===== src/design/mts_pkg.sv =====
// Types, codes and constants shared by the min-tracking stack files.
package mts_pkg;

    localparam int DATA_W  = 32;
    localparam int ENTRY_W = 34;
    localparam int CNT_W   = 9;

    localparam logic signed [DATA_W-1:0] INT_MIN = {1'b1, {(DATA_W-1){1'b0}}};
    localparam logic signed [DATA_W-1:0] INT_MAX = {1'b0, {(DATA_W-1){1'b1}}};

    localparam logic [CNT_W-1:0] CAPACITY_RESET = 9'd256;

    localparam logic MODE_PUSH = 1'b0;
    localparam logic MODE_POP  = 1'b1;

    typedef enum logic [1:0] {
        ST_OK        = 2'd0,
        ST_OVERFLOW  = 2'd1,
        ST_UNDERFLOW = 2'd2
    } t_status;

    typedef struct packed {
        logic                     mode;
        logic signed [DATA_W-1:0] push_value;
    } t_in_item;

    typedef struct packed {
        logic signed [DATA_W-1:0] popped_value;
        logic signed [DATA_W-1:0] current_minimum;
        logic [CNT_W-1:0]         entry_count;
        logic [1:0]               status;
    } t_out_item;

    // Shift command broadcast to every cell of the stack chain.
    typedef struct packed {
        logic push;
        logic pop;
    } t_shift_ctl;

endpackage


===== src/design/mts_cell.sv =====
// One stack cell: holds one encoded entry and shifts with its neighbors.
module mts_cell (
    input  logic                              i_clk,
    input  mts_pkg::t_shift_ctl               i_ctl,
    input  logic signed [mts_pkg::ENTRY_W-1:0] i_from_up,
    input  logic signed [mts_pkg::ENTRY_W-1:0] i_from_down,
    output logic signed [mts_pkg::ENTRY_W-1:0] o_entry
);
    import mts_pkg::*;

    logic signed [ENTRY_W-1:0] r_entry;
    logic signed [ENTRY_W-1:0] n_entry;

    always_comb begin
        priority if (i_ctl.push) begin
            n_entry = i_from_up;
        end else if (i_ctl.pop) begin
            n_entry = i_from_down;
        end else begin
            n_entry = r_entry;
        end
    end

    always_ff @(posedge i_clk) begin
        r_entry <= n_entry;
    end

    assign o_entry = r_entry;

endmodule


===== config.mk =====
export PLATFORM = sky130hd
export DESIGN_NAME = mts_cell
export DESIGN_NICKNAME = d
export VERILOG_FILES = /design/src/design/mts_pkg.sv /design/src/design/mts_cell.sv
export SDC_FILE = /design/constraint.sdc
export NUM_CORES = 1
export LEC_CHECK = 0
export ABC_AREA = 1
export BUFFER_PORTS_ARGS = -buffer_cell sky130_fd_sc_hd__clkbuf_2
export CAP_MARGIN = 20
export CORE_MARGIN = 8
export CORE_UTILIZATION = 37
export CTS_CLUSTER_SIZE = 8
export DETAILED_ROUTE_END_ITERATION = 10
export PLACE_DENSITY = 0.84
export SETUP_SLACK_MARGIN = 0.15
export SKIP_CTS_REPAIR_TIMING = 1
export SLEW_MARGIN = 20
export SYNTH_ARGS = -nofsm -noshare
export SYNTH_HDL_FRONTEND = slang
export SYNTH_SLANG_ARGS = --single-unit
export TNS_END_PERCENT = 50

===== constraint.sdc =====
create_clock -name i_clk -period 1.13 [get_ports i_clk]
set_input_delay 0.0565 -clock i_clk [delete_from_list [all_inputs] [get_ports i_clk]]
set_output_delay 0.0565 -clock i_clk [all_outputs]
set_load 0.05 [all_outputs]

== After elaboration in Yosys (flattened, before gate mapping) ==
Index checks and enable logic that the tools add are counted.
Word-level totals
  register bits after elaboration: 34
  word-level logic and storage cells: 4
Operators by class
  mux-type cells: 2
  reductions and logical operators: 1
Operators with widths (count)
  $mux 34: 2
  $reduce_bool 2->1: 1

== Logic depth before layout (Yosys ltp) ==
Gate-level depths: netlist of run 1.
  depth in word-level cells: 2
  depth in mapped cells: 5

== Worst setup path after synthesis of run 1 ==
OpenSTA, ideal clock, no wires.
  kind: input port to flip-flop
  start: input port i_ctl[1] (netlist bit)
  end: register r_entry[0] (netlist: o_entry[0]), enable pin
  setup time: 0.376 ns
  data arrival time: 0.675 ns
  path slack: 0.079 ns
  stages: 2
  cell sequence: buf_6 -> or2_2
Between the ends
  longest elaborated chain between the ends: 1
RTL lines
  start: declaration: RTL line mts_cell.sv:4  | input mts_pkg::t_shift_ctl i_ctl,
  $reduce_bool 2->1 (no line)
  end signal: assignment: RTL line mts_cell.sv:25  | r_entry <= n_entry;
  end: declaration: RTL line mts_cell.sv:11  | logic signed [ENTRY_W-1:0] r_entry;
No other way between the ends.
A chain may end at the register's enable or synchronous reset.

== Worst setup path in the final report of run 1 ==
  start: register r_entry[11] (netlist: o_entry[11])
  end: output port o_entry[11] (netlist bit)
RTL lines
  end: declaration: RTL line mts_cell.sv:7  | output logic signed [mts_pkg::ENTRY_W-1:0] o_entry
No word-level cell between the ends.

==> reports/qor.json, run 1 <==
{
  "synth_area_per_cell_um2": 10.47,
  "cts.sinks": 34,
  "yosys.cell_types.count": 8,
  "layout.cells.non_filler": 302,
  "htree_num_levels": 2,
  "worst-slew-pin-transition_ns": 0.4828,
  "synth-seq-area-share_pct": 67.27,
  "count_of_buffering_cells_on_the_critical_path_with_inverters_included": 1,
  "largest_register_ffs": 34,
  "first_pass_grt_wire_length_um": 6141,
  "design_area_mm2": 0.002132,
  "hold_ep": "o_entry[24]$_DFFE_PP_",
  "min_period_over_period_pct": 85.61,
  "finalSetupViolations": 0,
  "crit_path_max_incr_delay_ns": 0.38,
  "gp_congestion": 0.7325,
  "ys_ff_latch": 34,
  "root_buffer": "sky130_fd_sc_hd__clkbuf_8",
  "cts_tree": "yes",
  "num-nets-final": 322,
  "grt_antenna_before_repair": 0,
  "placed_insts": 294,
  "critical_path.cell_chain": "clkbuf_2",
  "routed_wirelength_um": 4027,
  "run_status": "finished, final reports clean",
  "synthCells": 145,
  "maxSlewHeadroom_pct": 67.82,
  "max_freq_ghz": 1.034,
  "initial_cell_density_of_the_core_pct": 38.22,
  "worst_setup_path_end_kind": "output pin",
  "worst_ep_required_time_ns": 1.07,
  "min_path_cells": 3,
  "die_w_um": 80.05,
  "power.density_cell_area_mw_per_mm2": 1562,
  "worstSetupPathType": "reg -> out",
  "slew_viols_final": 0,
  "crit_path_top_delay_cell": "sky130_fd_sc_hd__edfxtp_1",
  "num_antenna_cells": 0,
  "coreArea_mm2": 0.003971,
  "placement.cell_area_mm2": 0.002047,
  "totalPowerFinal_uw": 3330,
  "drt_first_iter_violations": 60,
  "wl_per_cell_um": 13.33,
  "min-delay-path-class": "in -> reg",
  "worst_hold_startpoint": "i_from_down[24]",
  "clock_path_buffers": 2,
  "grt_pass1_vias": 1313,
  "remaining_drc_errors": 0,
  "num_vias": 1286,
  "final_layout_size_suffix_gt1_share_pct": 48.81,
  "route.antenna.remaining_nets": 0,
  "setup_tns_ns": 0,
  "critPathLaunchType": "flip-flop",
  "placement_rows": 23,
  "ys.warnings.count": 0,
  "power_leakage_uw": 0.001145,
  "drt_pass1_iterations": 6,
  "routed_via_density": 4.258,
  "clkTransAtPathRegs_ns": 0.07,
  "mappedNetlistNets": 216,
  "timing.critical_path.fanout_max": 1,
  "floorplan.die.height_um": 80.05,
  "globalRouteOverflowTotal": 0,
  "cap_viol_max_count": 0,
  "number_of_buffers_created_by_cts": 5,
  "port_buffers": 104,
  "rsz0062_at_grt": "true",
  "finalCriticalPeriod_ns": 0.9674,
  "io_pins": 105,
  "critical_path.top_delay_family": "flip-flops",
  "floorplan.die_area_mm2": 0.006407,
  "peak_supply_drop_v": 0.0006629,
  "syn2layout_area_growth_pct": 40.48,
  "worst_ep_arrival_time_ns": 0.91,
  "track_usage_pct": 12.27,
  "largest_net_degree_at_the_start_of_global_routing": 35,
  "syn_std_cell_area_mm2": 0.001518,
  "hold_viol": 0
}
logic make-up (layout without fill, tap and decap cells):
| family | after synthesis | after routing | share of synthesized area [%] |
|---|---|---|---|
| flops | 34 | 34 | 67.27 |
| buf+inv | 8 | 115 | 5.440 |
| simple gates | 103 | 103 | 27.29 |
layout by cell type (no fill, tap or decap), drive strengths merged:
| master | count |
|---|---|
| buf | 13 |
| clkbuf | 98 |
| clkinv | 3 |
| edfxtp | 34 |
| inv | 1 |
| nand2 | 102 |
| or2 | 1 |
synth_stat cells:
cell / number / share of area, %
sky130_fd_sc_hd__or2_2: 1 / 0.41
sky130_fd_sc_hd__buf_6: 3 / 2.2
sky130_fd_sc_hd__buf_4: 3 / 1.5
sky130_fd_sc_hd__nand2_1: 92 / 23
sky130_fd_sc_hd__buf_8: 1 / 0.99
sky130_fd_sc_hd__nand2_2: 10 / 4.1
sky130_fd_sc_hd__inv_8: 1 / 0.74
sky130_fd_sc_hd__edfxtp_1: 34 / 67
metal layers:
layer	GRT usage, %	vias to the layer above	wire length, um
met1	12.06	548	1431
met4	5.455	0	68
li1	-	673	-
met2	21.58	60	2070
met3	5.518	5	456
met5	0	-	0
worst max-delay path by stage:
stage | start | to | slack, ns | cells past startpoint
3_5_place_dp | i_ctl[1] | o_entry[23]$_DFFE_PP_ | 0.13 | 5
6_report | o_entry[11]$_DFFE_PP_ | o_entry[11] | 0.16 | 1
4_1_cts | o_entry[12]$_DFFE_PP_ | o_entry[12] | 0.13 | 1
3_3_place_gp | i_ctl[1] | o_entry[31]$_DFFE_PP_ | 0.18 | 2
2_1_floorplan | i_ctl[1] | o_entry[0]$_DFFE_PP_ | 0.26 | 2
5_1_grt | o_entry[21]$_DFFE_PP_ | o_entry[21] | 0.14 | 1
where the power goes:
group	internal [uW]	switching [uW]
Sequential	1550	34.5
Clock	411	413
Combinational	230	692
Total	2190	1140
cell type report:
cell class	count	area, um^2
clock buffer	5	68.82
timing repair buffer	106	540.5
fill	376	1839
tap	50	62.56
sequential	34	1021
multi-input combinational	103	416.7
clock inverter	3	11.26
inverter	1	11.26
per-stage QoR:
| step | hold slack (ns) | util (%) | setup slack [ns] |
|---|---|---|---|
| 2_1_floorplan | 0.2293 | - | 0.2615 |
| 3_3_place_gp | 0.3206 | 51.54 | 0.1797 |
| 3_5_place_dp | 0.3233 | 51.54 | 0.1307 |
| 4_1_cts | 0.02634 | 53.56 | 0.1273 |
| 5_1_grt | 0.02884 | 53.69 | 0.1407 |
| 6_report | 0.04009 | 53.69 | 0.1626 |
No activity file was read; power rests on OpenSTA's default activity.
==> run 2, diff against run 1 <==
--- a/config.mk
+++ b/config.mk
@@ -13,6 +13,7 @@
 export CTS_CLUSTER_SIZE = 8
 export DETAILED_ROUTE_END_ITERATION = 10
 export PLACE_DENSITY = 0.84
+export RECOVER_POWER = 50
 export SETUP_SLACK_MARGIN = 0.15
 export SKIP_CTS_REPAIR_TIMING = 1
 export SLEW_MARGIN = 20
==> reports/qor.json, run 2 (same netlist as run 1, synthesis figures left out) <==
{
  "timing.critical_path.fanout_max": {"value": 1, "change": "unchanged"},
  "clkTransAtPathRegs": {"value": 0.07, "unit": "ns", "change": "about the same"},
  "min-delay-path-class": "in -> reg",
  "htree_num_levels": {"value": 2, "change": "unchanged"},
  "floorplan.die.height": {"value": 80.05, "unit": "um", "change": "unchanged"},
  "critical_path.cell_chain": "clkbuf_2",
  "count_of_buffering_cells_on_the_critical_path_with_inverters_included": {"value": 1, "change": "unchanged"},
  "placement_rows": {"value": 23, "change": "unchanged"},
  "io_pins": {"value": 105, "change": "unchanged"},
  "maxSlewHeadroom": {"value": 45.86, "unit": "%", "change": "-22 points"},
  "syn2layout_area_growth_pct": 39.08,
  "worst_ep_arrival_time": {"value": 0.91, "unit": "ns", "change": "about the same"},
  "drt_pass1_iterations": {"value": 6, "change": "unchanged"},
  "worst_hold_startpoint": "i_from_down[18]",
  "final_layout_size_suffix_gt1_share": {"value": 46.03, "unit": "%", "change": "-2.8 points"},
  "finalCriticalPeriod": {"value": 0.9618, "unit": "ns", "change": "-0.005561 ns"},
  "wl_per_cell": {"value": 13.39, "unit": "um", "change": "+0.40%"},
  "worst_ep_required_time": {"value": 1.07, "unit": "ns", "change": "about the same"},
  "peak_supply_drop": {"value": 0.0006606, "unit": "V", "change": "-0.35%"},
  "met2_usage": {"value": 21.58, "unit": "%", "change": "unchanged"},
  "route.antenna.remaining_nets": {"value": 0, "change": "unchanged"},
  "grt_pass1_vias": {"value": 1313, "change": "unchanged"},
  "first_pass_grt_wire_length": {"value": 6141, "unit": "um", "change": "unchanged"},
  "globalRouteOverflowTotal": {"value": 0, "change": "unchanged"},
  "critical_path.top_delay_family": "flip-flops",
  "globalRoute.busiestLayer": "met2",
  "run_status": "finished, final reports clean",
  "largest_net_degree_at_the_start_of_global_routing": {"value": 35, "change": "unchanged"},
  "final_cell_mix": "sky130_fd_sc_hd__nand2_1 (98), sky130_fd_sc_hd__clkbuf_2 (93), sky130_fd_sc_hd__edfxtp_1 (34)",
  "met3_track_demand_over_resource_in_global_routing": {"value": 5.518, "unit": "%", "change": "unchanged"},
  "root_buffer": "sky130_fd_sc_hd__clkbuf_8",
  "num_vias": {"value": 1288, "change": "+0.16%"},
  "cap_viol_max_count": {"value": 0, "change": "unchanged"},
  "max_freq": {"value": 1.040, "unit": "GHz", "change": "+0.58%"},
  "min_path_cells": {"value": 3, "change": "unchanged"},
  "crit_path_top_delay_cell": "sky130_fd_sc_hd__edfxtp_1",
  "floorplan.die_area": {"value": 0.006407, "unit": "mm^2", "change": "unchanged"},
  "power_leakage": {"value": 0.001139, "unit": "uW", "change": "-0.58%"},
  "slew_viols_final": {"value": 0, "change": "unchanged"},
  "track_usage": {"value": 12.27, "unit": "%", "change": "unchanged"},
  "remaining_drc_errors": {"value": 0, "change": "unchanged"},
  "routed_wirelength": {"value": 4043, "unit": "um", "change": "+0.40%"},
  "finalSetupViolations": {"value": 0, "change": "unchanged"},
  "number_of_buffers_created_by_cts": {"value": 5, "change": "unchanged"},
  "grt_antenna_before_repair": {"value": 0, "change": "unchanged"},
  "drt_first_iter_violations": {"value": 79, "change": "+32%"},
  "largest_register_ffs": {"value": 34, "change": "unchanged"},
  "worst_setup_path_end_kind": "output pin",
  "fin_hold_ws": {"value": 0.04066, "unit": "ns", "change": "+0.0005721 ns"},
  "setup_tns": {"value": 0, "unit": "ns", "change": "unchanged"},
  "cts_tree": "yes",
  "cts.sinks": {"value": 34, "change": "unchanged"},
  "hold_viol": {"value": 0, "change": "unchanged"},
  "gr-usage-met1": {"value": 12.06, "unit": "%", "change": "unchanged"},
  "gp_congestion": {"value": 0.7325, "change": "unchanged"},
  "initial_cell_density_of_the_core": {"value": 38.22, "unit": "%", "change": "unchanged"},
  "port_buffers": {"value": 104, "change": "unchanged"},
  "totalPowerFinal": {"value": 3322, "unit": "uW", "change": "-0.25%"},
  "die_w": {"value": 80.05, "unit": "um", "change": "unchanged"},
  "min_period_over_period": {"value": 85.12, "unit": "%", "change": "-0.49 points"},
  "hold_ep": "o_entry[18]$_DFFE_PP_",
  "mostFrequentLayoutCell": "sky130_fd_sc_hd__nand2_1",
  "worstSetupPathType": "reg -> out",
  "crit_path_max_incr_delay": {"value": 0.38, "unit": "ns", "change": "about the same"},
  "power.density_cell_area": {"value": 1574, "unit": "mW/mm^2", "change": "+0.76%"},
  "worst-slew-pin-transition": {"value": 0.8121, "unit": "ns", "change": "+0.3293 ns"},
  "num_antenna_cells": {"value": 0, "change": "unchanged"},
  "coreArea": {"value": 0.003971, "unit": "mm^2", "change": "unchanged"},
  "critPathLaunchType": "flip-flop",
  "num-nets-final": {"value": 322, "change": "unchanged"},
  "rsz0062_at_grt": "true",
  "clock_path_buffers": {"value": 2, "change": "unchanged"},
  "routed_via_density": {"value": 4.265, "change": "+0.16%"}
}
==> run 2: per-layer routing <==
layer	vias to the layer above	part of all wire (%)
met4	0	1.7
met5	-	0
met3	5	11
met1	556	37
met2	54	51
li1	673	-
==> run 2: layout make-up <==
class	count	area, um^2
clock inverter	3	11.26
multi-input combinational	103	399.1
inverter	1	11.26
timing repair buffer	106	536.8
fill	383	1861
clock buffer	5	68.82
tap	50	62.56
sequential	34	1021
==> run 2: worst max path at each step <==
| stage | from | depth (start not counted) | end |
|---|---|---|---|
| floorplan | i_ctl[1] | 2 | o_entry[0]$_DFFE_PP_ |
| global placement | i_ctl[1] | 2 | o_entry[31]$_DFFE_PP_ |
| detailed placement | i_ctl[1] | 5 | o_entry[23]$_DFFE_PP_ |
| CTS | o_entry[12]$_DFFE_PP_ | 1 | o_entry[12] |
| global route | i_ctl[1] | 5 | o_entry[13]$_DFFE_PP_ |
| finish | o_entry[11]$_DFFE_PP_ | 1 | o_entry[11] |
==> run 2: per-stage QoR <==
stage          util (%)  worst slack [ns]  area [um^2]  cells
3_5_place_dp      51.54            0.1307         2047    294
6_report          53.15            0.1682         2111    302
3_3_place_gp      51.54            0.1797         2047    294
2_1_floorplan         -            0.2615         1520    145
4_1_cts           53.56            0.1273         2127    302
5_1_grt           53.15           0.09225         2111    302
==> run 2: power breakdown <==
group          switching, uW  total, uW  internal [uW]
logic                    688        913            224
registers               34.6       1580           1550
clock network            414        825            411
total                   1140       3320           2180
==> run 3, diff against run 2 <==
--- a/config.mk
+++ b/config.mk
@@ -5,14 +5,13 @@
 export SDC_FILE = /design/constraint.sdc
 export NUM_CORES = 1
 export LEC_CHECK = 0
-export ABC_AREA = 1
 export BUFFER_PORTS_ARGS = -buffer_cell sky130_fd_sc_hd__clkbuf_2
 export CAP_MARGIN = 20
 export CORE_MARGIN = 8
 export CORE_UTILIZATION = 37
 export CTS_CLUSTER_SIZE = 8
 export DETAILED_ROUTE_END_ITERATION = 10
-export PLACE_DENSITY = 0.84
+export PLACE_DENSITY_LB_ADDON = 0.3
 export RECOVER_POWER = 50
 export SETUP_SLACK_MARGIN = 0.15
 export SKIP_CTS_REPAIR_TIMING = 1
==> reports/qor.json, run 3 <==
{
  "run_status": "finished, final reports clean",
  "drt_first_iter_violations": {"value": 42, "change": "-47%"},
  "max_freq": {"value": 1.048, "unit": "GHz", "change": "+0.76%"},
  "ys.warnings.count": {"value": 0, "change": "unchanged"},
  "critical_path.top_delay_family": "flip-flops",
  "critical_path.cell_chain": "clkbuf_2",
  "synth_enable_flop_cells": {"value": 34, "change": "unchanged"},
  "fin_hold_ws": {"value": 0.06726, "unit": "ns", "change": "+0.02660 ns"},
  "synthCells": {"value": 73, "change": "-50%"},
  "top_layer_used": "met4",
  "worst_ep_arrival_time": {"value": 0.90, "unit": "ns", "change": "about the same"},
  "worstSetupPathType": "reg -> out",
  "design_area": {"value": 0.002112, "unit": "mm^2", "change": "about the same"},
  "synth_simple_gate_area_share": {"value": 0.3934, "unit": "%", "change": "-27 points"},
  "wl_per_cell": {"value": 16.58, "unit": "um", "change": "+24%"},
  "crit_path_top_delay_cell": "sky130_fd_sc_hd__edfxtp_1",
  "htree_num_levels": {"value": 2, "change": "unchanged"},
  "timing.critical_path.fanout_max": {"value": 1, "change": "unchanged"},
  "adder_cell_share_of_the_synthesized_area": {"value": 0, "unit": "%", "change": "unchanged"},
  "route.antenna.remaining_nets": {"value": 0, "change": "unchanged"},
  "track_usage": {"value": 11.30, "unit": "%", "change": "-0.97 points"},
  "cts_tree": "yes",
  "compound_gate_fraction_of_synth_area": {"value": 0, "unit": "%", "change": "unchanged"},
  "hold_viol": {"value": 0, "change": "unchanged"},
  "placement.cell_area": {"value": 0.002147, "unit": "mm^2", "change": "+4.9%"},
  "synthXorXnorAreaFrac": {"value": 0, "unit": "%", "change": "unchanged"},
  "largest_register_ffs": {"value": 34, "change": "unchanged"},
  "num_antenna_cells": {"value": 0, "change": "unchanged"},
  "mostFrequentLayoutCell": "sky130_fd_sc_hd__clkbuf_2",
  "port_buffers": {"value": 104, "change": "unchanged"},
  "placement_rows": {"value": 24, "change": "+4.3%"},
  "largest_net_degree_at_the_start_of_global_routing": {"value": 35, "change": "unchanged"},
  "synth_top_family_by_area": "multiplexers",
  "min-delay-path-class": "in -> reg",
  "mappedNetlistNets": {"value": 144, "change": "-33%"},
  "synth-seq-area-share": {"value": 64.20, "unit": "%", "change": "-3.1 points"},
  "peak_supply_drop": {"value": 0.0006247, "unit": "V", "change": "-5.4%"},
  "globalRouteOverflowTotal": {"value": 0, "change": "unchanged"},
  "synthMostInstantiatedCell": "sky130_fd_sc_hd__edfxtp_1",
  "netlist.area_leader.share": {"value": 64.20, "unit": "%", "change": "-3.1 points"},
  "post_detailed_placement_half_perimeter_wirelength_um": 3188,
  "final.setup.worst_slack": {"value": 0.1755, "unit": "ns", "change": "+0.007301 ns"},
  "final_cell_mix": "sky130_fd_sc_hd__clkbuf_2 (96), sky130_fd_sc_hd__edfxtp_1 (34), sky130_fd_sc_hd__mux2_1 (25)",
  "power_leakage": {"value": 0.0009819, "unit": "uW", "change": "-14%"},
  "yosys-mux-area-fraction": {"value": 30.92, "unit": "%", "change": "+31 points"},
  "switching_share": {"value": 32.43, "unit": "%", "change": "-1.8 points"},
  "cap_viol_max_count": {"value": 0, "change": "unchanged"},
  "grt_pass1_vias": {"value": 1223, "change": "-6.9%"},
  "wl_met1": {"value": 1315, "unit": "um", "change": "-11%"},
  "grt_antenna_before_repair": {"value": 0, "change": "unchanged"},
  "worst_case_setup_slack_after_placement": {"value": 0.06990, "unit": "ns", "change": "-0.06078 ns"},
  "critPathLaunchType": "flip-flop",
  "io_pins": {"value": 105, "change": "unchanged"},
  "worst_ep_required_time": {"value": 1.07, "unit": "ns", "change": "about the same"},
  "final_util": {"value": 49.88, "unit": "%", "change": "-3.3 points"},
  "remaining_drc_errors": {"value": 0, "change": "unchanged"},
  "count_of_buffering_cells_on_the_critical_path_with_inverters_included": {"value": 1, "change": "unchanged"},
  "dr_wl_met3": {"value": 376, "unit": "um", "change": "-12%"},
  "crit_path_max_incr_delay": {"value": 0.38, "unit": "ns", "change": "about the same"},
  "worst_setup_path_end_kind": "output pin",
  "ys_ff_latch": {"value": 34, "change": "unchanged"},
  "syn2layout_area_growth_pct": 32.81,
  "dr_wl_met2": {"value": 2052, "unit": "um", "change": "-0.92%"},
  "maxSlewHeadroom": {"value": 69.53, "unit": "%", "change": "+24 points"},
  "cp_num_cells": {"value": 1, "change": "unchanged"},
  "routed_wirelength": {"value": 3863, "unit": "um", "change": "-4.5%"},
  "gp_congestion": {"value": 0.7543, "change": "+3.0%"},
  "num-nets-final": {"value": 253, "change": "-21%"},
  "slew_viols_final": {"value": 0, "change": "unchanged"},
  "synth_area_per_cell": {"value": 21.78, "unit": "um^2", "change": "+110%"},
  "drt_pass1_iterations": {"value": 4, "change": "-2"},
  "num_vias": {"value": 1054, "change": "-18%"},
  "finalSetupViolations": {"value": 0, "change": "unchanged"},
  "internal-power": {"value": 2205, "unit": "uW", "change": "+0.92%"},
  "die_w": {"value": 81.56, "unit": "um", "change": "+1.9%"},
  "setup_tns": {"value": 0, "unit": "ns", "change": "unchanged"},
  "async_reset_ff_share": {"value": 0, "unit": "%", "change": "unchanged"},
  "power.switching": {"value": 1058, "unit": "uW", "change": "-6.9%"},
  "yosys.area.top_type": "sky130_fd_sc_hd__edfxtp_1",
  "final_layout_size_suffix_gt1_share": {"value": 66.30, "unit": "%", "change": "+20 points"},
  "synth_top_cells_by_area": "sky130_fd_sc_hd__edfxtp_1 (64%), sky130_fd_sc_hd__mux2_4 (27%), sky130_fd_sc_hd__buf_12 (3.8%), sky130_fd_sc_hd__mux2_2 (3.5%), sky130_fd_sc_hd__buf_6 (0.71%)",
  "synthFlopType": "sky130_fd_sc_hd__edfxtp_1",
  "power.density_cell_area": {"value": 1545, "unit": "mW/mm^2", "change": "-1.8%"},
  "min_period_over_period": {"value": 84.47, "unit": "%", "change": "-0.65 points"},
  "worst-slew-pin-transition": {"value": 0.4570, "unit": "ns", "change": "-0.3551 ns"},
  "clkTransAtPathRegs": {"value": 0.06, "unit": "ns", "change": "about the same"},
  "seq_power_share": {"value": 48.6, "unit": "%", "change": "+0.9 points"},
  "coreArea": {"value": 0.004234, "unit": "mm^2", "change": "+6.6%"},
  "power.share.combinational": {"value": 27.6, "unit": "%", "change": "about the same"},
  "floorplan.die.height": {"value": 81.56, "unit": "um", "change": "+1.9%"},
  "rsz0062_at_grt": "true",
  "syn_std_cell_area": {"value": 0.001590, "unit": "mm^2", "change": "+4.8%"},
  "root_buffer": "sky130_fd_sc_hd__clkbuf_8",
  "floorplan.die_area": {"value": 0.006652, "unit": "mm^2", "change": "+3.8%"},
  "number_of_buffers_created_by_cts": {"value": 5, "change": "unchanged"},
  "routed_via_density": {"value": 4.524, "change": "+6.1%"},
  "initial_cell_density_of_the_core": {"value": 37.56, "unit": "%", "change": "-0.66 points"},
  "cts.sinks": {"value": 34, "change": "unchanged"},
  "power.clock.fraction": {"value": 23.8, "unit": "%", "change": "-1.0 points"},
  "min_path_cells": {"value": 2, "change": "-1"},
  "yosys.cell_types.count": {"value": 6, "change": "-2"},
  "ys_top_cells_by_count": "sky130_fd_sc_hd__edfxtp_1 (34), sky130_fd_sc_hd__mux2_4 (29), sky130_fd_sc_hd__mux2_2 (5), sky130_fd_sc_hd__buf_12 (3)",
  "finalCriticalPeriod": {"value": 0.9545, "unit": "ns", "change": "-0.007301 ns"},
  "first_pass_grt_wire_length": {"value": 5582, "unit": "um", "change": "-9.1%"},
  "clock_path_buffers": {"value": 2, "change": "unchanged"}
}
-- run 3: kinds of logic after synthesis --
family,count (synthesis)
multiplexers,34
flip-flops,34
buffers and inverters,4
AND/OR/NAND/NOR,1
-- run 3: per-layer routing --
metal	GRT usage (%)	vias to the layer above
li1	-	500
met1	10.38	491
met2	20.53	53
met3	4.376	10
met4	6.964	0
met5	0	-
-- run 3: final timing paths --
check	startpoint	slack, ns	end
hold / removal	i_from_down[5]	0.07	o_entry[5]$_DFFE_PP_
setup / recovery	o_entry[0]$_DFFE_PP_	0.18	o_entry[0]
-- run 3: final cells by class --
cell class / instances / area, um^2
repair buffers: 106 / 546.8
clock buffers: 5 / 68.82
well taps: 52 / 65.06
fillers: 411 / 2122
flip-flops and latches: 34 / 1021
multi-input cells: 35 / 406.6
clock inverters: 1 / 3.754
-- run 3: through the flow --
stage                     instances  total power [uW]
after CTS                       233              3384
after detailed placement        227              2600
final                           233              3263
after global placement          227              2585
after floorplan                  73              2332
after global routing            233              3406
-- run 3: power by group through the flow --
stage               Combinational (uW)  Clock (uW)  Sequential (uW)
floorplan                          223           0             2110
global route                       943         866             1600
detailed placement                 985           0             1610
CTS                                987         807             1590
finish                             902         776             1580
global placement                   975           0             1610
